<file path="config.mk">
export PLATFORM = sky130hd
export DESIGN_NAME = jpeg_marker_segment_scanner
export DESIGN_NICKNAME = d
export VERILOG_FILES = /design/src/hw/rtl/jmss_pkg.sv /design/src/hw/rtl/jmss_fifo.sv /design/src/hw/rtl/jmss_front.sv /design/src/hw/rtl/jmss_engine.sv /design/src/hw/rtl/jmss_drain.sv /design/src/hw/rtl/jpeg_marker_segment_scanner.sv
export SDC_FILE = /design/constraint.sdc
export NUM_CORES = 1
export LEC_CHECK = 0
export ABC_AREA = 1
export BUFFER_PORTS_ARGS = -buffer_cell sky130_fd_sc_hd__buf_2
export CELL_PAD_IN_SITES_DETAIL_PLACEMENT = 0
export CELL_PAD_IN_SITES_GLOBAL_PLACEMENT = 1
export CORE_MARGIN = 2
export CORE_UTILIZATION = 51
export CTS_BUF_LIST = sky130_fd_sc_hd__clkbuf_8
export CTS_CLUSTER_DIAMETER = 80
export CTS_CLUSTER_SIZE = 8
export DETAILED_ROUTE_END_ITERATION = 10
export PLACE_DENSITY_LB_ADDON = 0.1
export SYNTH_ARGS = -nofsm -noshare
export SYNTH_HDL_FRONTEND = slang
export SYNTH_SLANG_ARGS = --single-unit
</file>
<file path="constraint.sdc">
create_clock -name clk -period 11.6 [get_ports clk]
set_clock_uncertainty 0.1 [all_clocks]
set_input_delay 1.74 -clock clk [delete_from_list [all_inputs] [get_ports clk]]
set_output_delay 1.74 -clock clk [all_outputs]
set_load 0.02 [all_outputs]
</file>
<file path="src/hw/rtl/jmss_pkg.sv">
package jmss_pkg;

  localparam int unsigned POS_BITS_DEF   = 32;
  localparam int unsigned QUEUE_DEPTH    = 2;
  localparam logic [15:0] BUDGET_RESET   = 16'd8192;

  localparam logic [1:0] EV_FRAME   = 2'd0;
  localparam logic [1:0] EV_EXIF    = 2'd1;
  localparam logic [1:0] EV_SUMMARY = 2'd2;

  localparam logic [2:0] ST_SOS       = 3'd0;
  localparam logic [2:0] ST_EOI       = 3'd1;
  localparam logic [2:0] ST_ENDED     = 3'd2;
  localparam logic [2:0] ST_BAD_LEN   = 3'd3;
  localparam logic [2:0] ST_TRUNCATED = 3'd4;
  localparam logic [2:0] ST_BUDGET    = 3'd5;
  localparam logic [2:0] ST_NOT_JPEG  = 3'd6;

  localparam logic [7:0] MK_FF  = 8'hFF;
  localparam logic [7:0] MK_SOI = 8'hD8;
  localparam logic [7:0] MK_EOI = 8'hD9;
  localparam logic [7:0] MK_SOS = 8'hDA;
  localparam logic [7:0] MK_APP0 = 8'hE0;
  localparam logic [7:0] MK_APP1 = 8'hE1;
  localparam logic [7:0] MK_DHT = 8'hC4;
  localparam logic [7:0] MK_JPG = 8'hC8;
  localparam logic [7:0] MK_DAC = 8'hCC;
  localparam logic [7:0] MK_TEM = 8'h01;

  typedef struct packed {
    logic [7:0] data_byte;
    logic       last_byte;
  } in_item_t;

  typedef struct packed {
    logic [7:0] data_byte;
    logic       last_byte;
    logic       is_ff;
    logic       is_skip;
    logic       is_eoi;
  } byte_cls_t;

  typedef struct packed {
    logic [1:0]  event_kind;
    logic [15:0] frame_height;
    logic [15:0] frame_width;
    logic [3:0]  sof_number;
    logic [31:0] exif_offset;
    logic [2:0]  end_status;
    logic [31:0] total_bytes;
    logic        jfif_seen;
    logic [7:0]  jfif_major;
    logic [7:0]  jfif_minor;
    logic        xmp_seen;
    logic        last_of_run;
  } out_item_t;

  typedef struct packed {
    logic      ev_v;
    out_item_t ev;
    logic      sum_v;
    out_item_t sum;
  } pair_t;

  function automatic logic [7:0] exif_char(input logic [2:0] i);
    logic [7:0] c;
    unique case (i)
      3'd0:    c = 8'h45;
      3'd1:    c = 8'h78;
      3'd2:    c = 8'h69;
      3'd3:    c = 8'h66;
      default: c = 8'h00;
    endcase
    return c;
  endfunction

  function automatic logic [7:0] jfif_char(input logic [2:0] i, input logic xx);
    logic [7:0] c;
    unique case (i)
      3'd0:    c = 8'h4A;
      3'd1:    c = 8'h46;
      3'd2:    c = xx ? 8'h58 : 8'h49;
      3'd3:    c = xx ? 8'h58 : 8'h46;
      default: c = 8'h00;
    endcase
    return c;
  endfunction

  function automatic logic [7:0] xmp_char(input logic [4:0] i);
    logic [7:0] c;
    unique case (i)
      5'd0:  c = 8'h68; 5'd1:  c = 8'h74; 5'd2:  c = 8'h74; 5'd3:  c = 8'h70;
      5'd4:  c = 8'h3A; 5'd5:  c = 8'h2F; 5'd6:  c = 8'h2F; 5'd7:  c = 8'h6E;
      5'd8:  c = 8'h73; 5'd9:  c = 8'h2E; 5'd10: c = 8'h61; 5'd11: c = 8'h64;
      5'd12: c = 8'h6F; 5'd13: c = 8'h62; 5'd14: c = 8'h65; 5'd15: c = 8'h2E;
      5'd16: c = 8'h63; 5'd17: c = 8'h6F; 5'd18: c = 8'h6D; 5'd19: c = 8'h2F;
      5'd20: c = 8'h78; 5'd21: c = 8'h61; 5'd22: c = 8'h70; 5'd23: c = 8'h2F;
      5'd24: c = 8'h31; 5'd25: c = 8'h2E; 5'd26: c = 8'h30; 5'd27: c = 8'h2F;
      default: c = 8'h00;
    endcase
    return c;
  endfunction

endpackage

</file>
<file path="src/hw/rtl/jmss_fifo.sv">
module jmss_fifo #(
  parameter int unsigned WIDTH = 8,
  parameter int unsigned DEPTH = 2
) (
  input  logic             clk,
  input  logic             rst_n,
  input  logic             push,
  input  logic [WIDTH-1:0] din,
  output logic             full,
  input  logic             pop,
  output logic [WIDTH-1:0] dout,
  output logic             empty
);
  localparam int unsigned AW = (DEPTH > 1) ? $clog2(DEPTH) : 1;
  localparam int unsigned CW = $clog2(DEPTH + 1);

  logic [WIDTH-1:0] mem_r [DEPTH];
  logic [AW-1:0]    wr_r, rd_r;
  logic [CW-1:0]    cnt_r;
  logic             do_push, do_pop;

  assign full    = (cnt_r == CW'(DEPTH));
  assign empty   = (cnt_r == '0);
  assign do_push = push && !full;
  assign do_pop  = pop && !empty;
  assign dout    = mem_r[rd_r];

  always_ff @(posedge clk) begin
    if (do_push) begin
      mem_r[wr_r] <= din;
    end
    if (!rst_n) begin
      wr_r  <= '0;
      rd_r  <= '0;
      cnt_r <= '0;
    end else begin
      if (do_push) begin
        wr_r <= (wr_r == AW'(DEPTH - 1)) ? '0 : wr_r + 1'b1;
      end
      if (do_pop) begin
        rd_r <= (rd_r == AW'(DEPTH - 1)) ? '0 : rd_r + 1'b1;
      end
      cnt_r <= cnt_r + CW'(do_push) - CW'(do_pop);
    end
  end
endmodule

</file>
<file path="src/hw/rtl/jmss_front.sv">
module jmss_front (
  input  logic                 clk,
  input  logic                 rst_n,
  input  logic                 in_push,
  input  jmss_pkg::in_item_t   in_item,
  output logic                 in_full,
  input  logic                 cls_pop,
  output jmss_pkg::byte_cls_t  cls,
  output logic                 cls_empty
);
  import jmss_pkg::*;

  byte_cls_t cls_in;
  logic [7:0] b;

  // byte classes the scanner needs in the marker hunt
  always_comb begin
    b = in_item.data_byte;
    cls_in.data_byte = b;
    cls_in.last_byte = in_item.last_byte;
    cls_in.is_ff     = (b == MK_FF);
    cls_in.is_skip   = (b == 8'h00) || (b == MK_SOI) || (b == MK_TEM) ||
                       (b[7:3] == 5'b11010);
    cls_in.is_eoi    = (b == MK_EOI);
  end

  jmss_fifo #(.WIDTH($bits(byte_cls_t)), .DEPTH(QUEUE_DEPTH)) u_q (
    .clk, .rst_n,
    .push(in_push), .din(cls_in), .full(in_full),
    .pop(cls_pop), .dout(cls), .empty(cls_empty)
  );
endmodule

</file>
<file path="src/hw/rtl/jmss_engine.sv">
module jmss_engine #(
  parameter int unsigned POS_BITS = jmss_pkg::POS_BITS_DEF
) (
  input  logic                clk,
  input  logic                rst_n,
  input  logic [15:0]         budget,
  input  jmss_pkg::byte_cls_t cls,
  input  logic                cls_empty,
  output logic                cls_pop,
  output logic                pair_push,
  output jmss_pkg::pair_t     pair,
  input  logic                pair_full
);
  import jmss_pkg::*;

  typedef enum logic [2:0] {
    SOI0, SOI1, HUNT, FILL, LEN_HI, LEN_LO, PAYLOAD, STOPPED
  } mode_t;

  mode_t               mode_r, mode_nxt;
  logic [POS_BITS-1:0] pos_r, pos_nxt;
  logic [15:0]         passes_r, passes_nxt;
  logic [7:0]          marker_r, marker_nxt;
  logic [15:0]         rem_r, rem_nxt;
  logic [15:0]         pidx_r, pidx_nxt;
  logic [3:0]          sig_r, sig_nxt;
  logic [15:0]         hh_r, hh_nxt, hw_r, hw_nxt, hv_r, hv_nxt;
  logic [15:0]         jv_r, jv_nxt;
  logic [2:0]          found_r, found_nxt;
  logic [2:0]          endc_r, endc_nxt;

  logic                take, fin, last, is_sof;
  logic [7:0]          b;
  logic [15:0]         len, flen;
  logic [POS_BITS-1:0] off_w, tot_w;
  logic [2:0]          code;

  assign take    = !cls_empty && !pair_full;
  assign cls_pop = take;

  always_comb begin
    mode_nxt = mode_r;   pos_nxt = pos_r;     passes_nxt = passes_r;
    marker_nxt = marker_r; rem_nxt = rem_r;   pidx_nxt = pidx_r;
    sig_nxt = sig_r;     hh_nxt = hh_r;       hw_nxt = hw_r;
    hv_nxt = hv_r;       jv_nxt = jv_r;       found_nxt = found_r;
    endc_nxt = endc_r;
    pair = '0;
    fin = 1'b0;
    flen = '0;
    len = '0;
    code = ST_ENDED;
    b = cls.data_byte;
    last = cls.last_byte;
    is_sof = (marker_r[7:4] == 4'hC) && (marker_r != MK_DHT) &&
             (marker_r != MK_JPG) && (marker_r != MK_DAC);
    off_w = '0;
    tot_w = pos_r + POS_BITS'(1);

    if (take) begin
      unique case (mode_r)
        SOI0: begin
          if (!cls.is_ff) begin
            mode_nxt = STOPPED; endc_nxt = ST_NOT_JPEG;
          end else begin
            mode_nxt = SOI1;
          end
        end
        SOI1: begin
          if (b != MK_SOI) begin
            mode_nxt = STOPPED; endc_nxt = ST_NOT_JPEG;
          end else begin
            mode_nxt = HUNT;
          end
        end
        HUNT: begin
          if (!last) begin
            if (passes_r == '0) begin
              mode_nxt = STOPPED; endc_nxt = ST_BUDGET;
            end else begin
              passes_nxt = passes_r - 16'd1;
              if (cls.is_ff) mode_nxt = FILL;
            end
          end
        end
        FILL: begin
          if (!cls.is_ff) begin
            marker_nxt = b;
            if (cls.is_skip) begin
              mode_nxt = HUNT;
            end else if (cls.is_eoi) begin
              mode_nxt = STOPPED; endc_nxt = ST_EOI;
            end else if (last) begin
              mode_nxt = STOPPED; endc_nxt = ST_TRUNCATED;
            end else begin
              mode_nxt = LEN_HI;
            end
          end
        end
        LEN_HI: begin
          rem_nxt = {b, 8'h00};
          if (last) begin
            mode_nxt = STOPPED; endc_nxt = ST_TRUNCATED;
          end else begin
            mode_nxt = LEN_LO;
          end
        end
        LEN_LO: begin
          len = {rem_r[15:8], b};
          if (len < 16'd2) begin
            mode_nxt = STOPPED; endc_nxt = ST_BAD_LEN;
          end else if (len == 16'd2) begin
            pidx_nxt = '0; sig_nxt = '0; fin = 1'b1;
          end else if (last) begin
            mode_nxt = STOPPED; endc_nxt = ST_TRUNCATED;
          end else begin
            rem_nxt = len - 16'd2; pidx_nxt = '0; sig_nxt = 4'hF;
            mode_nxt = PAYLOAD;
          end
        end
        PAYLOAD: begin
          // signature tracking and header field capture
          if (pidx_r < 16'd6 && b != exif_char(pidx_r[2:0])) sig_nxt[0] = 1'b0;
          if (pidx_r < 16'd29 && b != xmp_char(pidx_r[4:0])) sig_nxt[1] = 1'b0;
          if (pidx_r < 16'd5 && b != jfif_char(pidx_r[2:0], 1'b0)) sig_nxt[2] = 1'b0;
          if (pidx_r < 16'd5 && b != jfif_char(pidx_r[2:0], 1'b1)) sig_nxt[3] = 1'b0;
          if (pidx_r == 16'd1) hh_nxt[15:8] = b;
          if (pidx_r == 16'd2) hh_nxt[7:0]  = b;
          if (pidx_r == 16'd3) hw_nxt[15:8] = b;
          if (pidx_r == 16'd4) hw_nxt[7:0]  = b;
          if (pidx_r == 16'd5) hv_nxt[15:8] = b;
          if (pidx_r == 16'd6) hv_nxt[7:0]  = b;
          pidx_nxt = pidx_r + 16'd1;
          rem_nxt  = rem_r - 16'd1;
          if (rem_nxt == '0) begin
            fin = 1'b1;
          end else if (last) begin
            mode_nxt = STOPPED; endc_nxt = ST_TRUNCATED;
          end
        end
        default: mode_nxt = STOPPED;
      endcase

      if (fin) begin
        flen  = pidx_nxt;
        off_w = pos_r + POS_BITS'(7) - POS_BITS'(flen);
        if (is_sof) begin
          if (flen >= 16'd5) begin
            pair.ev_v = 1'b1;
            pair.ev.event_kind   = EV_FRAME;
            pair.ev.frame_height = hh_nxt;
            pair.ev.frame_width  = hw_nxt;
            pair.ev.sof_number   = marker_r[3:0];
            pair.ev.last_of_run  = !last;
          end
        end else if (marker_r == MK_APP1 && flen >= 16'd6 && sig_nxt[0]) begin
          pair.ev_v = 1'b1;
          pair.ev.event_kind  = EV_EXIF;
          pair.ev.exif_offset = 32'(off_w);
          pair.ev.last_of_run = !last;
        end else if (marker_r == MK_APP1 && flen >= 16'd29 && sig_nxt[1]) begin
          found_nxt[1] = 1'b1;
        end else if (marker_r == MK_APP0 && flen >= 16'd7 && sig_nxt[2]) begin
          found_nxt = found_nxt | 3'b101;
          jv_nxt = hv_nxt;
        end else if (marker_r == MK_APP0 && flen >= 16'd6 && sig_nxt[3]) begin
          found_nxt[0] = 1'b1;
        end
        if (marker_r == MK_SOS) begin
          mode_nxt = STOPPED; endc_nxt = ST_SOS;
        end else begin
          mode_nxt = HUNT;
        end
      end

      if (last) begin
        code = (mode_nxt == STOPPED) ? endc_nxt : ST_ENDED;
        if (pos_r < POS_BITS'(3)) code = ST_NOT_JPEG;
        pair.sum_v = 1'b1;
        pair.sum.event_kind  = EV_SUMMARY;
        pair.sum.end_status  = code;
        pair.sum.total_bytes = 32'(tot_w);
        pair.sum.jfif_seen   = found_nxt[0];
        pair.sum.jfif_major  = found_nxt[2] ? jv_nxt[15:8] : 8'd1;
        pair.sum.jfif_minor  = found_nxt[2] ? jv_nxt[7:0] : 8'd0;
        pair.sum.xmp_seen    = found_nxt[1];
        pair.sum.last_of_run = 1'b1;
        // new file starts with the next byte
        mode_nxt = SOI0;  pos_nxt = '0;   passes_nxt = budget;
        marker_nxt = '0;  rem_nxt = '0;   pidx_nxt = '0;  sig_nxt = '0;
        hh_nxt = '0; hw_nxt = '0; hv_nxt = '0; jv_nxt = '0;
        found_nxt = '0;   endc_nxt = ST_SOS;
      end else begin
        pos_nxt = tot_w;
      end
    end
  end

  assign pair_push = take && (pair.ev_v || pair.sum_v);

  always_ff @(posedge clk) begin
    if (!rst_n) begin
      mode_r <= SOI0;   pos_r <= '0;   passes_r <= BUDGET_RESET;
      marker_r <= '0;   rem_r <= '0;   pidx_r <= '0;  sig_r <= '0;
      hh_r <= '0; hw_r <= '0; hv_r <= '0; jv_r <= '0;
      found_r <= '0;    endc_r <= ST_SOS;
    end else begin
      mode_r <= mode_nxt;     pos_r <= pos_nxt;   passes_r <= passes_nxt;
      marker_r <= marker_nxt; rem_r <= rem_nxt;   pidx_r <= pidx_nxt;
      sig_r <= sig_nxt;       hh_r <= hh_nxt;     hw_r <= hw_nxt;
      hv_r <= hv_nxt;         jv_r <= jv_nxt;     found_r <= found_nxt;
      endc_r <= endc_nxt;
    end
  end
endmodule

</file>
<file path="src/hw/rtl/jmss_drain.sv">
module jmss_drain (
  input  logic                clk,
  input  logic                rst_n,
  input  logic                pair_push,
  input  jmss_pkg::pair_t     pair,
  output logic                pair_full,
  output logic                out_empty,
  input  logic                out_pop,
  output jmss_pkg::out_item_t out_item
);
  import jmss_pkg::*;

  pair_t head;
  logic  head_pop, phase_r, phase_nxt, both;

  assign both      = head.ev_v && head.sum_v;
  assign out_item  = (head.ev_v && !phase_r) ? head.ev : head.sum;
  assign head_pop  = out_pop && !out_empty && !(both && !phase_r);

  always_comb begin
    phase_nxt = phase_r;
    if (out_pop && !out_empty) phase_nxt = !head_pop;
  end

  always_ff @(posedge clk) begin
    if (!rst_n) begin
      phase_r <= 1'b0;
    end else begin
      phase_r <= phase_nxt;
    end
  end

  jmss_fifo #(.WIDTH($bits(pair_t)), .DEPTH(QUEUE_DEPTH)) u_q (
    .clk, .rst_n,
    .push(pair_push), .din(pair), .full(pair_full),
    .pop(head_pop), .dout(head), .empty(out_empty)
  );
endmodule

</file>
<file path="src/hw/rtl/jpeg_marker_segment_scanner.sv">
// a byte is registered in the input queue, scanned from the queue head, and its
// results are registered in the result queue, from which out_item is read
// throughput: one byte per cycle while the result queue has room;
// a byte that ends a file after a finished segment gives two results, drained one per pop
// reset: synchronous active-low rst_n empties both queues, restarts the scan and
// sets scan_budget to 8192
module jpeg_marker_segment_scanner #(
  parameter int unsigned POS_BITS = jmss_pkg::POS_BITS_DEF
) (
  input  logic                clk,
  input  logic                rst_n,
  // byte input queue
  input  logic                in_push,
  input  jmss_pkg::in_item_t  in_item,
  output logic                in_full,
  // result queue
  output logic                out_empty,
  input  logic                out_pop,
  output jmss_pkg::out_item_t out_item,
  // scan budget register write
  input  logic                cfg_valid,
  output logic                cfg_ready,
  input  logic [15:0]         cfg_scan_budget
);
  import jmss_pkg::*;

  logic [15:0] budget_r;
  byte_cls_t   cls;
  logic        cls_empty, cls_pop;
  pair_t       pair;
  logic        pair_push, pair_full;

  // config writes are always accepted and registered into budget_r
  assign cfg_ready = 1'b1;

  always_ff @(posedge clk) begin
    if (!rst_n) begin
      budget_r <= BUDGET_RESET;
    end else if (cfg_valid) begin
      budget_r <= cfg_scan_budget;
    end
  end

  // front: takes bytes, tags marker-hunt classes, queues them
  jmss_front u_front (
    .clk, .rst_n,
    .in_push, .in_item, .in_full,
    .cls_pop, .cls, .cls_empty
  );

  // scanner: one byte per cycle whenever a byte is queued and the result queue has room
  jmss_engine #(.POS_BITS(POS_BITS)) u_engine (
    .clk, .rst_n,
    .budget(budget_r),
    .cls, .cls_empty, .cls_pop,
    .pair_push, .pair, .pair_full
  );

  // back: result pairs queued and handed out one transaction at a time
  jmss_drain u_drain (
    .clk, .rst_n,
    .pair_push, .pair, .pair_full,
    .out_empty, .out_pop, .out_item
  );
endmodule
</file>
==> flow_metrics.env <==
export IMPL_outcome="completed"
export IMPL_detailedPlace_worstSlack_ns=5.688
export IMPL_cts_max_level=3
export IMPL_setup_viol=0
export IMPL_grt_overflow_total=0
export IMPL_clk_pin_slew_ns=0.07
export IMPL_post_route_period_util_pct=51.87
export IMPL_dp_hpwl_mm=51.00
export IMPL_rows=82
export IMPL_yosysWarnings=0
export IMPL_nFillCells=4746
export IMPL_cts_resized_gates=0
export IMPL_p_switching_w=0.002687
export IMPL_grt_pass1_vias=21093
export IMPL_max_freq_ghz=0.1662
export IMPL_cp_data_arrival_time_ns=6.29
export IMPL_drive_gt1_share_pct=10.22
export IMPL_area_growth_pct=9.488
export IMPL_swShare_pct=44.62
export IMPL_powerDensity_mw_per_mm2=211.8
export IMPL_slew_viol_final=0
export IMPL_worst_slack_ns=5.583
export IMPL_fp_dieW_um=229.6
export IMPL_drtAntennaViolNets=0
export IMPL_wire_per_inst_um=17.73
export IMPL_leakage_nw=12.05
export IMPL_initial_core_util_pct=51.75
export IMPL_path_cells="inv_2 > nor2_1 > inv_1 > nor2_2 > inv_1 > nand2_2 > nand2_8 > o21ai_2 > ha_1 > ha_1 > inv_1 > fa_1 > inv_1 > nand3_1 > nand2_1 > a21oi_1 > o21ai_0 > a21oi_1 > nor2_1 > a21boi_0 > o21ai_0 > a21oi_1 > o21ai_0 > a21oi_1"
export IMPL_power_frac_comb_pct=42.0
export IMPL_pwr_share_clk_pct=20.6
export IMPL_ys_async_sr_fraction_pct=0
export IMPL_rsz0062_at_grt="no"
export IMPL_tightest_slew_ns=1.306
export IMPL_antenna_found_initial=2
export IMPL_cts_tree="yes"
export IMPL_cts_num_sinks=473
export IMPL_yosysMostFrequentCell="nand2_1"
export IMPL_dr_pass1_iters=5
export IMPL_p_seq_share_pct=37.4
export IMPL_final_hold_viol_count=0
export IMPL_ff_latch_area_mm2=0.01222
export IMPL_synth_top_area_share_pct=31.69
export IMPL_syn_area_mm2=0.02596
export IMPL_ys_ff_latch=473
export IMPL_synth_common_cells="nand2_1, inv_1, nor2_1"
export IMPL_ys_seq_area_share_pct=47.03
export IMPL_gp_congestion=0.9083
export IMPL_holdBufCountCts=0
export IMPL_synth_nets=3454
export IMPL_slowest_stage="nor2_2"
export IMPL_track_usage_pct=27.52
export IMPL_cts_root_buffer="clkbuf_8"
export IMPL_synth_cell_types=60
export IMPL_synth_edff_count=274
export IMPL_cts_buffers=69
export IMPL_drt_wl_total_mm=73.65
export IMPL_grt_pass1_wl_mm=114.8
export IMPL_cts_setup_buffers=0
export IMPL_fin_nets=3560
export IMPL_drc=0
export IMPL_max_cap_violations=0
export IMPL_cts_buffer_depth=3
export IMPL_die_area_mm2=0.05273
export IMPL_multiInputGateArea_mm2=0.01169
export IMPL_synth_top_flop_cell="edfxtp_1"
export IMPL_yosysTopAreaCell="edfxtp_1"
export IMPL_post_dp_cell_area_mm2=0.02721
export IMPL_n_antenna_cell=0
export IMPL_holdCritPathClass="flop to flop"
export IMPL_io_pins=157
export IMPL_min_period_ns=6.017
export IMPL_critPathCaptureType="flop"
export IMPL_tns_ns=0
export IMPL_port_buffers=155
export IMPL_slew_headroom_pct=12.25
export IMPL_syn_avg_cell_area_um2=7.804
export IMPL_critical_path_required_ns=11.88
export IMPL_grt_max_degree=89
export IMPL_cpPeakStageDelay_ns=0.59
export IMPL_synth_area_leaders="edfxtp_1, dfxtp_1, nand2_1, a21oi_1, inv_1"
export IMPL_cp_max_fo=21
export IMPL_internal_power_w=0.003334
export IMPL_critPathKind="flop to flop"
export IMPL_stdcell_area_mm2=0.02843
export IMPL_worst_ir_drop_vdd_mv=0.1782
export IMPL_drt_iter0_drc=1818
export IMPL_dr_total_vias=22468
export IMPL_startpoint_type="flop"
export IMPL_vias_per_cell=5.407
export IMPL_syn_inst=3327
export IMPL_core_mm2=0.05017
export IMPL_clock_latency_ns=0.66
export IMPL_dieHeight_um=229.6
-- through the flow --
stage | util (%) | instances | total power (W) | hold WS [ns]
floorplan | - | 3327 | 0.003959 | 0.3245
global placement | 54.23 | 4034 | 0.004779 | 0.3351
detailed placement | 54.23 | 4034 | 0.004804 | 0.3408
CTS | 56.66 | 4155 | 0.006053 | 0.3508
global route | 56.66 | 4155 | 0.006388 | 0.3699
finish | 56.66 | 4155 | 0.006021 | 0.3517
-- cell usage in the layout (no fill, tap or decap), drive strengths merged, types with 20 or more instances in the layout --
master,count
o21ai,187
a21oi,300
nand3,136
clkbuf,72
xor2,54
nor2,358
buf,182
nand2,890
ha,96
nand4,53
or2,35
nor4,20
nor3,47
o22ai,49
dfxtp,199
edfxtp,274
inv,436
-- layout make-up --
cell class	instances	share of cell area, %
inverters	394	5.242
flip-flops and latches	473	42.97
clock inverters	49	0.8010
well taps	672	2.958
multi-input cells	2313	41.10
repair buffers	182	3.442
clock buffers	72	3.486
-- routing by layer --
metal | global-route usage (%) | vias to the layer above | wire length (um)
li1 | - | 11140 | -
met1 | 38.82 | 10518 | 33790
met2 | 43.03 | 680 | 32940
met3 | 4.445 | 128 | 4813
met4 | 9.416 | 2 | 2091
met5 | 0 | - | 15
-- flip-flops by register name, summed over array words and instances (netlist names), 3 cells and up, named ones only --
| signal | flops |
|---|---|
| u_drain.u_q.mem_r | 250 |
| u_engine.pos_r | 32 |
| u_front.u_q.mem_r | 24 |
| budget_r | 16 |
| u_engine.hh_r | 16 |
| u_engine.hv_r | 16 |
| u_engine.hw_r | 16 |
| u_engine.jv_r | 16 |
| u_engine.passes_r | 16 |
| u_engine.pidx_r | 16 |
| u_engine.rem_r | 16 |
| u_engine.marker_r | 8 |
| u_engine.sig_r | 4 |
| u_engine.endc_r | 3 |
| u_engine.found_r | 3 |
| u_engine.mode_r | 3 |
-- worst paths after layout --
check	endpoint	depth (start not counted)	slack, ns	startpoint
worst max-delay path	u_drain.u_q.mem_r[0][87]	24	5.58	u_engine.mode_r[0]
worst min-delay path	u_front.u_q.rd_r	1	0.35	u_front.u_q.rd_r
worst max register to register	u_drain.u_q.mem_r[0][87]	24	5.58	u_engine.mode_r[0]
worst min register to register	u_front.u_q.rd_r	1	0.35	u_front.u_q.rd_r
-- critical path, delay by kind of cell, from the launching register on --
| kind | cells | cell delay, ns |
|---|---|---|
| AO/OA/AOI/OAI | 9 | 1.84 |
| buffers and inverters | 5 | 0.86 |
| adder cells (fa/ha/maj) | 3 | 0.69 |
| AND/OR/NAND/NOR | 7 | 1.79 |
| flip-flops | 1 | 0.42 |
-- cells by family after synthesis --
family,count (synthesis),share of synthesized area [%]
AOI/OAI and AO/OA,595,12.45
xor gates and xnor gates,67,2.260
adders and majority gates,97,4.703
buffers and inverters,541,8.096
DFF,473,47.03
muxes,1,0.03855
other,1,0.01444
and+or+nand+nor,1552,25.41
-- power groups by stage --
| stage | clock network [W] | logic (W) | registers [W] |
|---|---|---|---|
| finish | 0.00124 | 0.00253 | 0.00225 |
| global route | 0.00134 | 0.00277 | 0.00228 |
| CTS | 0.00128 | 0.00253 | 0.00225 |
| detailed placement | 0 | 0.00252 | 0.00228 |
| global placement | 0 | 0.00251 | 0.00227 |
| floorplan | 0 | 0.00171 | 0.00225 |
No activity file was read; power rests on OpenSTA's default activity.
